$ cat src/hw/rtl/btc_pkg.sv
// Shared types and constants for the block transposition cipher.
// No dependencies; imported by every module of the block.
package btc_pkg;

  localparam int unsigned GroupLen  = 10;
  localparam int unsigned PosW      = 4;
  localparam int unsigned KeyW      = GroupLen * PosW;

  localparam logic [7:0]      PadByte   = 8'h2A;
  localparam logic [7:0]      SpaceByte = 8'h20;
  localparam logic [PosW-1:0] LastPos   = 4'd9;
  localparam logic [KeyW-1:0] KeyReset  = 40'h17_0948_3625;

  typedef logic [GroupLen-1:0][PosW-1:0] key_t;
  typedef logic [GroupLen-1:0][7:0]      group_bytes_t;

  // One finished group as it travels from front to back.
  typedef struct packed {
    group_bytes_t data;
    logic         last;
  } group_t;

  // Key nibble for an output slot, clamped to the last position.
  function automatic logic [PosW-1:0] key_pos(key_t key, logic [PosW-1:0] slot);
    logic [PosW-1:0] p;
    p = key[slot];
    return (p > LastPos) ? LastPos : p;
  endfunction

endpackage

$ cat src/hw/rtl/btc_front.sv
// Front end: accepts message bytes, drops spaces, fills a ten-byte group
// and pushes full or padded groups to the queue. Depends on btc_pkg.
module btc_front (
  input  logic            clk_i,
  input  logic            rst_ni,
  input  logic            in_valid_i,
  output logic            in_stall_o,
  input  logic [7:0]      in_byte_i,
  input  logic            msg_last_i,
  input  logic            q_full_i,
  output logic            push_o,
  output btc_pkg::group_t push_data_o
);
  import btc_pkg::*;

  logic [PosW-1:0] fill_q, fill_d;
  group_bytes_t    buf_q;
  logic            accept, keep;

  assign in_stall_o = q_full_i;
  assign accept     = in_valid_i && !q_full_i;
  assign keep       = (in_byte_i != SpaceByte);

  // Group as it stands after this beat, padded past the fill point
  always_comb begin
    for (int p = 0; p < GroupLen; p++) begin
      if (keep && (fill_q == PosW'(p))) begin
        push_data_o.data[p] = in_byte_i;
      end else if (PosW'(p) < fill_q) begin
        push_data_o.data[p] = buf_q[p];
      end else begin
        push_data_o.data[p] = PadByte;
      end
    end
    push_data_o.last = msg_last_i;
  end

  // Push on a completed group, or on message end with anything buffered
  always_comb begin
    push_o = 1'b0;
    fill_d = fill_q;
    if (accept) begin
      if ((keep && fill_q == LastPos) || (msg_last_i && (keep || fill_q != '0))) begin
        push_o = 1'b1;
        fill_d = '0;
      end else if (keep) begin
        fill_d = fill_q + PosW'(1);
      end
    end
  end

  always_ff @(posedge clk_i or negedge rst_ni) begin
    if (!rst_ni) begin
      fill_q <= '0;
    end else begin
      fill_q <= fill_d;
    end
  end

  // Byte store, written at the fill position
  always_ff @(posedge clk_i) begin
    if (accept && keep) begin
      buf_q[fill_q] <= in_byte_i;
    end
  end

endmodule

$ cat src/hw/rtl/btc_grp_fifo.sv
// Two-entry queue of finished groups between front and back ends.
// Depends on btc_pkg for the group type.
module btc_grp_fifo (
  input  logic            clk_i,
  input  logic            rst_ni,
  input  logic            push_i,
  input  btc_pkg::group_t push_data_i,
  output logic            full_o,
  output logic            empty_o,
  input  logic            pop_i,
  output btc_pkg::group_t head_o
);
  import btc_pkg::*;

  group_t     mem_q [2];
  logic       wptr_q, rptr_q;
  logic [1:0] cnt_q;

  assign full_o  = (cnt_q == 2'd2);
  assign empty_o = (cnt_q == 2'd0);
  assign head_o  = mem_q[rptr_q];

  // Pointers and occupancy
  always_ff @(posedge clk_i or negedge rst_ni) begin
    if (!rst_ni) begin
      wptr_q <= 1'b0;
      rptr_q <= 1'b0;
      cnt_q  <= 2'd0;
    end else begin
      if (push_i) wptr_q <= ~wptr_q;
      if (pop_i)  rptr_q <= ~rptr_q;
      if (push_i && !pop_i) begin
        cnt_q <= cnt_q + 2'd1;
      end else if (pop_i && !push_i) begin
        cnt_q <= cnt_q - 2'd1;
      end
    end
  end

  always_ff @(posedge clk_i) begin
    if (push_i) begin
      mem_q[wptr_q] <= push_data_i;
    end
  end

endmodule

$ cat src/hw/rtl/btc_back.sv
// Back end: walks the head group slot by slot through the key and drives
// the output register. Depends on btc_pkg.
module btc_back (
  input  logic            clk_i,
  input  logic            rst_ni,
  input  btc_pkg::key_t   key_i,
  input  logic            q_empty_i,
  input  btc_pkg::group_t head_i,
  output logic            pop_o,
  output logic            out_valid_o,
  input  logic            out_stall_i,
  output logic [7:0]      out_byte_o,
  output logic            group_end_o,
  output logic            msg_end_o
);
  import btc_pkg::*;

  logic [PosW-1:0] slot_q;
  logic            valid_q;
  logic [7:0]      byte_q;
  logic            gend_q, mend_q;
  logic            load, slot_last;

  assign load      = !q_empty_i && (!valid_q || !out_stall_i);
  assign slot_last = (slot_q == LastPos);
  assign pop_o     = load && slot_last;

  // Slot counter and output beat register
  always_ff @(posedge clk_i or negedge rst_ni) begin
    if (!rst_ni) begin
      slot_q  <= '0;
      valid_q <= 1'b0;
    end else begin
      if (load) begin
        valid_q <= 1'b1;
        slot_q  <= slot_last ? '0 : slot_q + PosW'(1);
      end else if (!out_stall_i) begin
        valid_q <= 1'b0;
      end
    end
  end

  always_ff @(posedge clk_i) begin
    if (load) begin
      byte_q <= head_i.data[key_pos(key_i, slot_q)];
      gend_q <= slot_last;
      mend_q <= slot_last && head_i.last;
    end
  end

  assign out_valid_o = valid_q;
  assign out_byte_o  = byte_q;
  assign group_end_o = gend_q;
  assign msg_end_o   = mend_q;

endmodule

$ cat src/hw/rtl/block_transposition_cipher_top.sv
// Block transposition cipher top level: key register, front end, group queue
// and back end. Output: one beat per cycle while out_stall_i is low and a group
// is queued, ten beats per group.
// Input: one byte per cycle while the two-entry group queue has room; a full
// queue stalls it until the back end pops a group on its tenth beat.
// Reset (rst_ni, async low) empties queue and fill count, loads the default key.
module block_transposition_cipher_top (
  input  logic        clk_i,
  input  logic        rst_ni,
  input  logic        cfg_valid_i,
  output logic        cfg_ready_o,
  input  logic [39:0] cfg_data_i,
  input  logic        in_valid_i,
  output logic        in_stall_o,
  input  logic [7:0]  in_byte_i,
  input  logic        msg_last_i,
  output logic        out_valid_o,
  input  logic        out_stall_i,
  output logic [7:0]  out_byte_o,
  output logic        group_end_o,
  output logic        msg_end_o
);
  import btc_pkg::*;

  logic [KeyW-1:0] key_q;
  logic            push, pop, q_full, q_empty;
  group_t          push_data, head;

  assign cfg_ready_o = 1'b1;

  // Permutation key register
  always_ff @(posedge clk_i or negedge rst_ni) begin
    if (!rst_ni) begin
      key_q <= KeyReset;
    end else if (cfg_valid_i) begin
      key_q <= cfg_data_i;
    end
  end

  btc_front u_front (
    .clk_i       (clk_i),
    .rst_ni      (rst_ni),
    .in_valid_i  (in_valid_i),
    .in_stall_o  (in_stall_o),
    .in_byte_i   (in_byte_i),
    .msg_last_i  (msg_last_i),
    .q_full_i    (q_full),
    .push_o      (push),
    .push_data_o (push_data)
  );

  btc_grp_fifo u_fifo (
    .clk_i       (clk_i),
    .rst_ni      (rst_ni),
    .push_i      (push),
    .push_data_i (push_data),
    .full_o      (q_full),
    .empty_o     (q_empty),
    .pop_i       (pop),
    .head_o      (head)
  );

  btc_back u_back (
    .clk_i       (clk_i),
    .rst_ni      (rst_ni),
    .key_i       (key_t'(key_q)),
    .q_empty_i   (q_empty),
    .head_i      (head),
    .pop_o       (pop),
    .out_valid_o (out_valid_o),
    .out_stall_i (out_stall_i),
    .out_byte_o  (out_byte_o),
    .group_end_o (group_end_o),
    .msg_end_o   (msg_end_o)
  );

endmodule
$ cat config.mk
export PLATFORM = sky130hd
export DESIGN_NAME = block_transposition_cipher_top
export DESIGN_NICKNAME = d
export VERILOG_FILES = /design/src/hw/rtl/btc_pkg.sv /design/src/hw/rtl/btc_front.sv /design/src/hw/rtl/btc_grp_fifo.sv /design/src/hw/rtl/btc_back.sv /design/src/hw/rtl/block_transposition_cipher_top.sv
export SDC_FILE = /design/constraint.sdc
export NUM_CORES = 1
export LEC_CHECK = 0
export BUFFER_PORTS_ARGS = -buffer_cell sky130_fd_sc_hd__buf_4
export CAP_MARGIN = 40
export CORE_MARGIN = 2
export CORE_UTILIZATION = 61
export DETAILED_ROUTE_END_ITERATION = 8
export PLACE_DENSITY = 0.9
export SETUP_SLACK_MARGIN = 0.4
export SLEW_MARGIN = 20
export SYNTH_ARGS = -nofsm -noshare
export SYNTH_HDL_FRONTEND = slang
export SYNTH_SLANG_ARGS = --single-unit
$ cat constraint.sdc
create_clock -name clk_i -period 6.8 [get_ports clk_i]
set_input_delay 0 -clock clk_i [delete_from_list [all_inputs] [get_ports clk_i]]
set_output_delay 0 -clock clk_i [all_outputs]
set_load 0.02 [all_outputs]
=== Yosys cells after proc, flatten, opt, wreduce, memory -nomap -nowiden ===
Memories as Yosys holds them, arrays and structs flattened.
Cells that the tools add are included.

* Magnitude comparators: 15
* Reductions and logical operators: 34
* Multipliers: 0
* Div/mod/pow operators: 0
* Shifts and indexed selects: 0
* Multiplexer cells: 39
* Add/sub/neg operators: 4
* Eq/ne operators: 13
* Bitwise gates (word level): 2

{| class="wikitable"
|+ Operator list
! operator !! number
|-
| two-way mux 8 bit || 22
|-
| bitwise mux 80 bit || 1
|-
| binary-select mux 8 bit (select 4 bit) || 1
|-
| demux 8 bit (select 4 bit) || 1
|-
| two-way mux 4 bit || 5
|-
| logical AND 1 bit || 19
|-
| binary-select mux 4 bit (select 4 bit) || 1
|-
| equality test 4 x 3 -> 1 bit, second input constant || 4
|-
| < comparator 3 x 4 -> 1 bit, first input constant || 4
|-
| < comparator 4 x 5 -> 1 bit, second input constant || 3
|-
| equality test 4 bit, second input constant || 3
|-
| adder 4 x 1 -> 4 bit, second input constant || 2
|-
| equality test 4 x 2 -> 1 bit, second input constant || 2
|-
| < comparator 1 x 4 -> 1 bit, first input constant || 2
|-
| < comparator 2 x 4 -> 1 bit, first input constant || 2
|-
| < comparator 4 bit, first input constant || 2
|-
| != test 8 x 6 -> 1 bit, second input constant || 1
|-
| logical NOT 1 bit || 6
|-
| two-way mux 1 bit || 6
|-
| equality test 4 x 1 -> 1 bit, second input constant || 1
|-
| greater-or-equal comparator 4 x 1 -> 1 bit, second input constant || 1
|-
| greater-than comparator 4 bit, second input constant || 1
|-
| logical NOT 4 bit || 1
|-
| two-way mux 2 bit || 2
|-
| other kinds (10) || 14
|}

* Memories kept: 1
* Output and inout bits: 13
* Bits in latches: 0
* Memory bits (writable): 162
* Logic and storage cells: 128
* Input port bits: 54
* Register bits after elaboration: 143
* Bits in read-only memories: 0

{| class="wikitable"
|+ Memories
! memory !! depth !! bits a word !! read ports !! clocked after Yosys merged registers in !! write ports !! RTL line !! RTL
|-
| u_fifo.mem_q || 2 || 81 || 1 || 0 || 1 || btc_grp_fifo.sv:15 || <nowiki>group_t mem_q [2];</nowiki>
|}

=== Depth between registers and ports, before layout ===
* Word-level depth: 10
* Gate-level depth with buffers: 10
* Gate-level depth less buffers: 9

=== Hierarchy ===
Synthesis repeated with hierarchy kept, for this count alone.

* Cell total of the unflattened synthesis: 879
* Area, all modules: 13694.4 um2

{| class="wikitable"
|+ Modules (own cells, without submodules)
! module !! cells an instance !! seq. area each (um2) !! times used !! area an instance (um2)
|-
| btc_grp_fifo || 268 || 4964.8 || 1 || 6431.2
|-
| btc_front || 361 || 2502.4 || 1 || 4086.4
|-
| btc_back || 164 || 425.4 || 1 || 1650.3
|-
| block_transposition_cipher_top || 86 || 1019.7 || 1 || 1526.5
|}

=== Worst setup path before layout ===
OpenSTA, ideal clock, no wires.

* Path kind: register to register
* Start: reg u_front.fill_q[0]
* End: mem u_fifo.mem_q[0][0] (netlist name) (enable)
* Stages on the path, launching flop included: 8
* Path slack: 1034 ps
* Buffers on the path: 1
* Data required time: 6269 ps
* Arrival: 5235 ps
* Path through: dfrtp_1 > clkbuf_1 > inv_1 > ha_1 > nand2_1 > o21ai_0 > a21oi_1 > nor2b_1

* Longest elaborated chain between the ends: 8

{| class="wikitable"
|+ RTL lines
! item !! RTL line !! RTL
|-
| start, declared || btc_front.sv:16 || <nowiki>logic [PosW-1:0] fill_q, fill_d;</nowiki>
|-
| start signal, assigned || btc_front.sv:56 || <nowiki>fill_q <= fill_d;</nowiki>
|-
| nonzero test 4 bit || btc_front.sv:43 || <nowiki>if ((keep && fill_q == LastPos) || (msg_last_i && (keep || fill_q != '0))) begin</nowiki>
|-
| logical OR 1 bit || btc_front.sv:43 ||
|-
| logical AND 1 bit || btc_front.sv:43 ||
|-
| logical OR 1 bit * || btc_front.sv:43 ||
|-
| two-way mux 1 bit * || btc_front.sv:43 ||
|-
| two-way mux 1 bit * || btc_front.sv:42 || <nowiki>if (accept) begin</nowiki>
|-
| net push || block_transposition_cipher_top.sv:26 || <nowiki>logic push, pop, q_full, q_empty;</nowiki>
|-
| two-way mux 1 bit * || btc_grp_fifo.sv:41 || <nowiki>if (push_i) begin</nowiki>
|-
| two-way mux 1 bit (implied by the code) * || btc_grp_fifo.sv:42 || <nowiki>mem_q[wptr_q] <= push_data_i;</nowiki>
|-
| end, declared || btc_grp_fifo.sv:15 ||
|}

The timed path passes the listed nets; every way through them passes the cells marked *.

=== Final worst setup path ===
* Start: reg u_back.slot_q[1]
* End: reg u_back.byte_q[6] (netlist: u_back.out_byte_o[6]), data pin

* Longest elaborated chain between the ends: 6

{| class="wikitable"
|+ RTL lines
! item !! RTL line !! RTL
|-
| start, declared || btc_back.sv:18 || <nowiki>logic [PosW-1:0] slot_q;</nowiki>
|-
| start signal, assigned || btc_back.sv:36 || <nowiki>slot_q <= slot_last ? '0 : slot_q + PosW'(1);</nowiki>
|-
| binary-select mux 4 bit (select 4 bit) * || btc_pkg.sv:26 || <nowiki>p = key[slot];</nowiki>
|-
| two-way mux 4 bit (implied by the code) * || btc_pkg.sv:26 ||
|-
| greater-than comparator 4 bit || btc_pkg.sv:27 || <nowiki>return (p > LastPos) ? LastPos : p;</nowiki>
|-
| two-way mux 4 bit * || btc_pkg.sv:27 ||
|-
| binary-select mux 8 bit (select 4 bit) * || btc_back.sv:45 || <nowiki>byte_q <= head_i.data[key_pos(key_i, slot_q)];</nowiki>
|-
| two-way mux 8 bit (implied by the code) * || btc_back.sv:45 ||
|-
| end signal, assigned || btc_back.sv:45 ||
|-
| end, declared || btc_back.sv:20 || <nowiki>logic [7:0] byte_q;</nowiki>
|}

Mark *: on every way between the ends. The rest lies on a longest branch, timed or not. The select of a mux whose other input is x is not followed.
A chain may end at the register's enable or synchronous reset.

==> results.json <==
{
  "ys_warn_count": 0,
  "synth-simple-area-share_pct": 9.49,
  "tightest_slew_ns": 0.879,
  "synth.area.mux_share_pct": 10.7,
  "clkLatencyLatePin_ns": 0.56,
  "clk_root_buffer_cell": "clkbuf_16",
  "path_clk_slew_ns": 0.07,
  "worstPathArrival_ns": 4.12,
  "cap_violations": 0,
  "ys.flop_type": "edfxtp_1",
  "vias_per_cell": 6.67,
  "drcViolationCount": 1,
  "cts_buffer_depth": 3,
  "antenna_left": 0,
  "core_area_mm2": 0.0220,
  "synthCells": 986,
  "worst-path-buf-inv": 1,
  "synthAdderAreaFrac_pct": 0.456,
  "seqPwrFrac_pct": 38.6,
  "p_clk_share_pct": 25.0,
  "crit_required_ns": 7.10,
  "worstHoldPathType": "in -> reg",
  "swShare_pct": 36.2,
  "min_period_ns": 3.82,
  "rsz0062_at_grt": "no",
  "max_freq_mhz": 262,
  "skew_ns": 0.0132,
  "path_max_fanout": 27,
  "synth-compound-area-share_pct": 11.0,
  "violations": "DRC",
  "antenna_found_initial": 0,
  "post_dp_cell_area_mm2": 0.0144,
  "fp.dieH_um": 154,
  "grt_start_max_net_pins": 67,
  "grt_pass1_vias": 8961,
  "status": "finished, violations left",
  "numCtsBuffers": 30,
  "timing_worst_setup_path_type": "reg -> reg",
  "grt-ovfl-total": 0,
  "p_int_mw": 4.37,
  "dieWidth_um": 154,
  "synth_top_family_by_area": "compound AO/OA/AOI/OAI gates",
  "num_antenna_cells": 0,
  "drtIter0Drc": 1393,
  "irDropWorstVdd_v": 0.000317,
  "ys_types": 58,
  "cp_top_family": "multiplexers",
  "dieArea_mm2": 0.0237,
  "max_stage_delay_ns": 0.79,
  "hold_ws_ns": 0.0374,
  "drive_gt1_share_pct": 20.5,
  "io_buffers": 65,
  "fin_nets": 1141,
  "wl_per_cell_um": 26.2,
  "final_area_mm2": 0.0160,
  "p_leak_nw": 5.66,
  "fin_setup_tns_ns": 0,
  "start_util_pct": 62.5,
  "syn-num-nets": 1045,
  "path_cells": "mux4_2 -> mux2i_1 -> o22a_1 -> buf_4 -> nor4b_4 -> mux4_1 -> a221o_1",
  "post-route-period-util_pct": 56.2,
  "synth_edf_count": 252,
  "synthXorXnorAreaFrac_pct": 0.574,
  "yosysSeqAreaShare_pct": 64.9,
  "avgSynthCellArea_um2": 13.9,
  "h-tree-depth": 1,
  "finalHoldViolCount": 0,
  "dr.pass1.iters": 8,
  "rows": 54,
  "rrSetupSlack_ns": 2.98,
  "setup_viol": 0,
  "cts_tree": "yes",
  "io_pins": 67,
  "endpoint_kind": "flop",
  "async_reset_ff_share_pct": 17.4,
  "startpoint_type": "flop",
  "slowest_stage": "dfrtp_1",
  "dpl.hpwl_mm": 21.6,
  "area_growth_pct": 16.5,
  "slew_headroom_pct": 41.0,
  "vias": 9233,
  "grt_first_pass_wirelength_mm": 55.0,
  "cts_sinks": 305,
  "pwr-share-comb_pct": 36.4,
  "maxSlewViolCount": 0,
  "p_sw_mw": 2.48,
  "syn_area_mm2": 0.0137,
  "power_density_mw_per_mm2": 429,
  "grtUsageTotal_pct": 31.0,
  "postRouteWirelength_mm": 36.3,
  "gp_congestion": 0.901,
  "ys_ff_latch": 305
}
## metal layers
layer  up-vias  track usage (%)  share of wire, %
met5         -                0                 0
met4         0             11.7               4.5
met3       116             6.65                11
met2       671             49.5                46
met1      4458             42.6                38
li1       3988                -                 -
## power groups by stage
stage	sequential (mW)	clock, mW	combinational (mW)
floorplan	2.57	0	1.74
global placement	2.66	0	2.22
detailed placement	2.68	0	2.30
CTS	2.65	1.72	2.39
global route	2.67	1.78	2.64
finish	2.65	1.72	2.49
## final timing paths
| kind | from | to | depth (start not counted) |
|---|---|---|---|
| min in group asynchronous | rst_ni | key_q[35] | 2 |
| worst min-delay path | cfg_valid_i | key_q[28] | 2 |
| worst min register to register | key_q[26] | key_q[26] | 1 |
| worst max register to register | u_back.slot_q[1] | u_back.out_byte_o[6] | 7 |
| worst max-delay path | u_back.slot_q[1] | u_back.out_byte_o[6] | 7 |
| max in group asynchronous | rst_ni | u_fifo.rptr_q | 2 |
## through the flow
stage / utilization [%] / std cells / worst slack (ns) / power, mW
floorplan: - / 986 / 1.03 / 4.30
global placement: 65.4 / 1270 / 2.77 / 4.88
CTS: 72.6 / 1380 / 2.57 / 6.76
detailed placement: 65.6 / 1275 / 2.63 / 4.98
finish: 72.8 / 1384 / 2.98 / 6.85
global route: 72.8 / 1384 / 2.86 / 7.09
## cell usage in the layout, fill, tap and decap left out, types with 7 or more instances in the layout
cell type and instances:
a211oi_1 17, a21o_1 11, a21oi_1 29, a221o_1 9, a22o_1 33, a22oi_1 25
buf_4 78, clkbuf_16 30, dfrtp_1 37, dfstp_2 15, dlygate4sd3_1 51, edfxtp_1 252
inv_1 17, mux2_2 46, mux2i_1 25, mux4_1 8, mux4_2 22, nand2_1 79
nand2b_1 20, nand3_1 23, nand4_1 24, nor2_1 49, nor2b_1 25, nor3_1 10
o211a_1 7, o21a_1 10, o21ai_0 41, o22ai_1 11, or4_1 7
## cell families (layout without fill, tap and decap cells)
kind of cell	after synthesis	count (layout)
AO/OA/AOI/OAI	215	215
XOR/XNOR	9	9
adder cells (fa/ha/maj)	5	5
buffers and inverters	92	210
flip-flops	305	305
multiplexers	101	101
other	1	1
AND/OR/NAND/NOR	258	258
## sequential cells by signal (all words and copies together) (netlist names)
signal	count
u_fifo.wptr_q	1
u_front.buf_q	80
u_back.group_end_o	1
u_fifo.rptr_q	1
u_back.out_valid_o	1
u_fifo.mem_q	162
u_fifo.cnt_q	2
u_back.msg_end_o	1
u_back.slot_q	4
u_front.fill_q	4
u_back.out_byte_o	8
key_q	40
## synthesized netlist by cell type, types with 3 or more instances
library cell	count	area [um^2]
a221o_1	9	90.1
o211a_1	7	70.1
dfrtp_1	38	951
edfxtp_1	252	7570
inv_1	17	63.8
a21o_1	11	82.6
mux2_2	46	518
nand4_1	24	150
nand2b_1	20	125
o21a_1	10	75.1
nor3_1	10	50.1
clkbuf_1	50	188
xor2_1	4	35.0
a21boi_0	5	37.5
nand3_1	23	115
or4_1	7	52.6
a31oi_1	4	25.0
a22o_1	33	289
o22ai_1	11	68.8
ha_1	5	62.6
mux2i_1	25	250
nand2_1	79	297
dfstp_2	15	394
o22a_1	3	26.3
buf_2	12	60.1
a22oi_1	25	188
and2_1	7	43.8
mux4_2	22	495
xnor2_1	5	43.8
o21ai_0	41	205
o211ai_1	3	22.5
a211oi_1	17	128
buf_6	3	33.8
mux4_1	8	210
a21oi_1	29	145
nor2_1	49	184
nor2b_1	26	163
clkinv_1	3	11.3
buf_1	5	18.8
## final cells by class
type	instances	area, um^2
Multi-Input combinational cell	589	4460
Fill cell	1287	5970
Clock buffer	32	758
Timing Repair Buffer	136	1170
Inverter	20	75.1
Tap cell	280	350
Sequential cell	305	8920
Clock inverter	22	265
## timing repair
item / CTS / global route
buffers inserted: 0 / 0
hold buffers: 51 / 0
endpoints found under the hold margin: 193 / 0
gates resized for setup: 0 / 0
No activity file was read; power rests on OpenSTA's default activity.
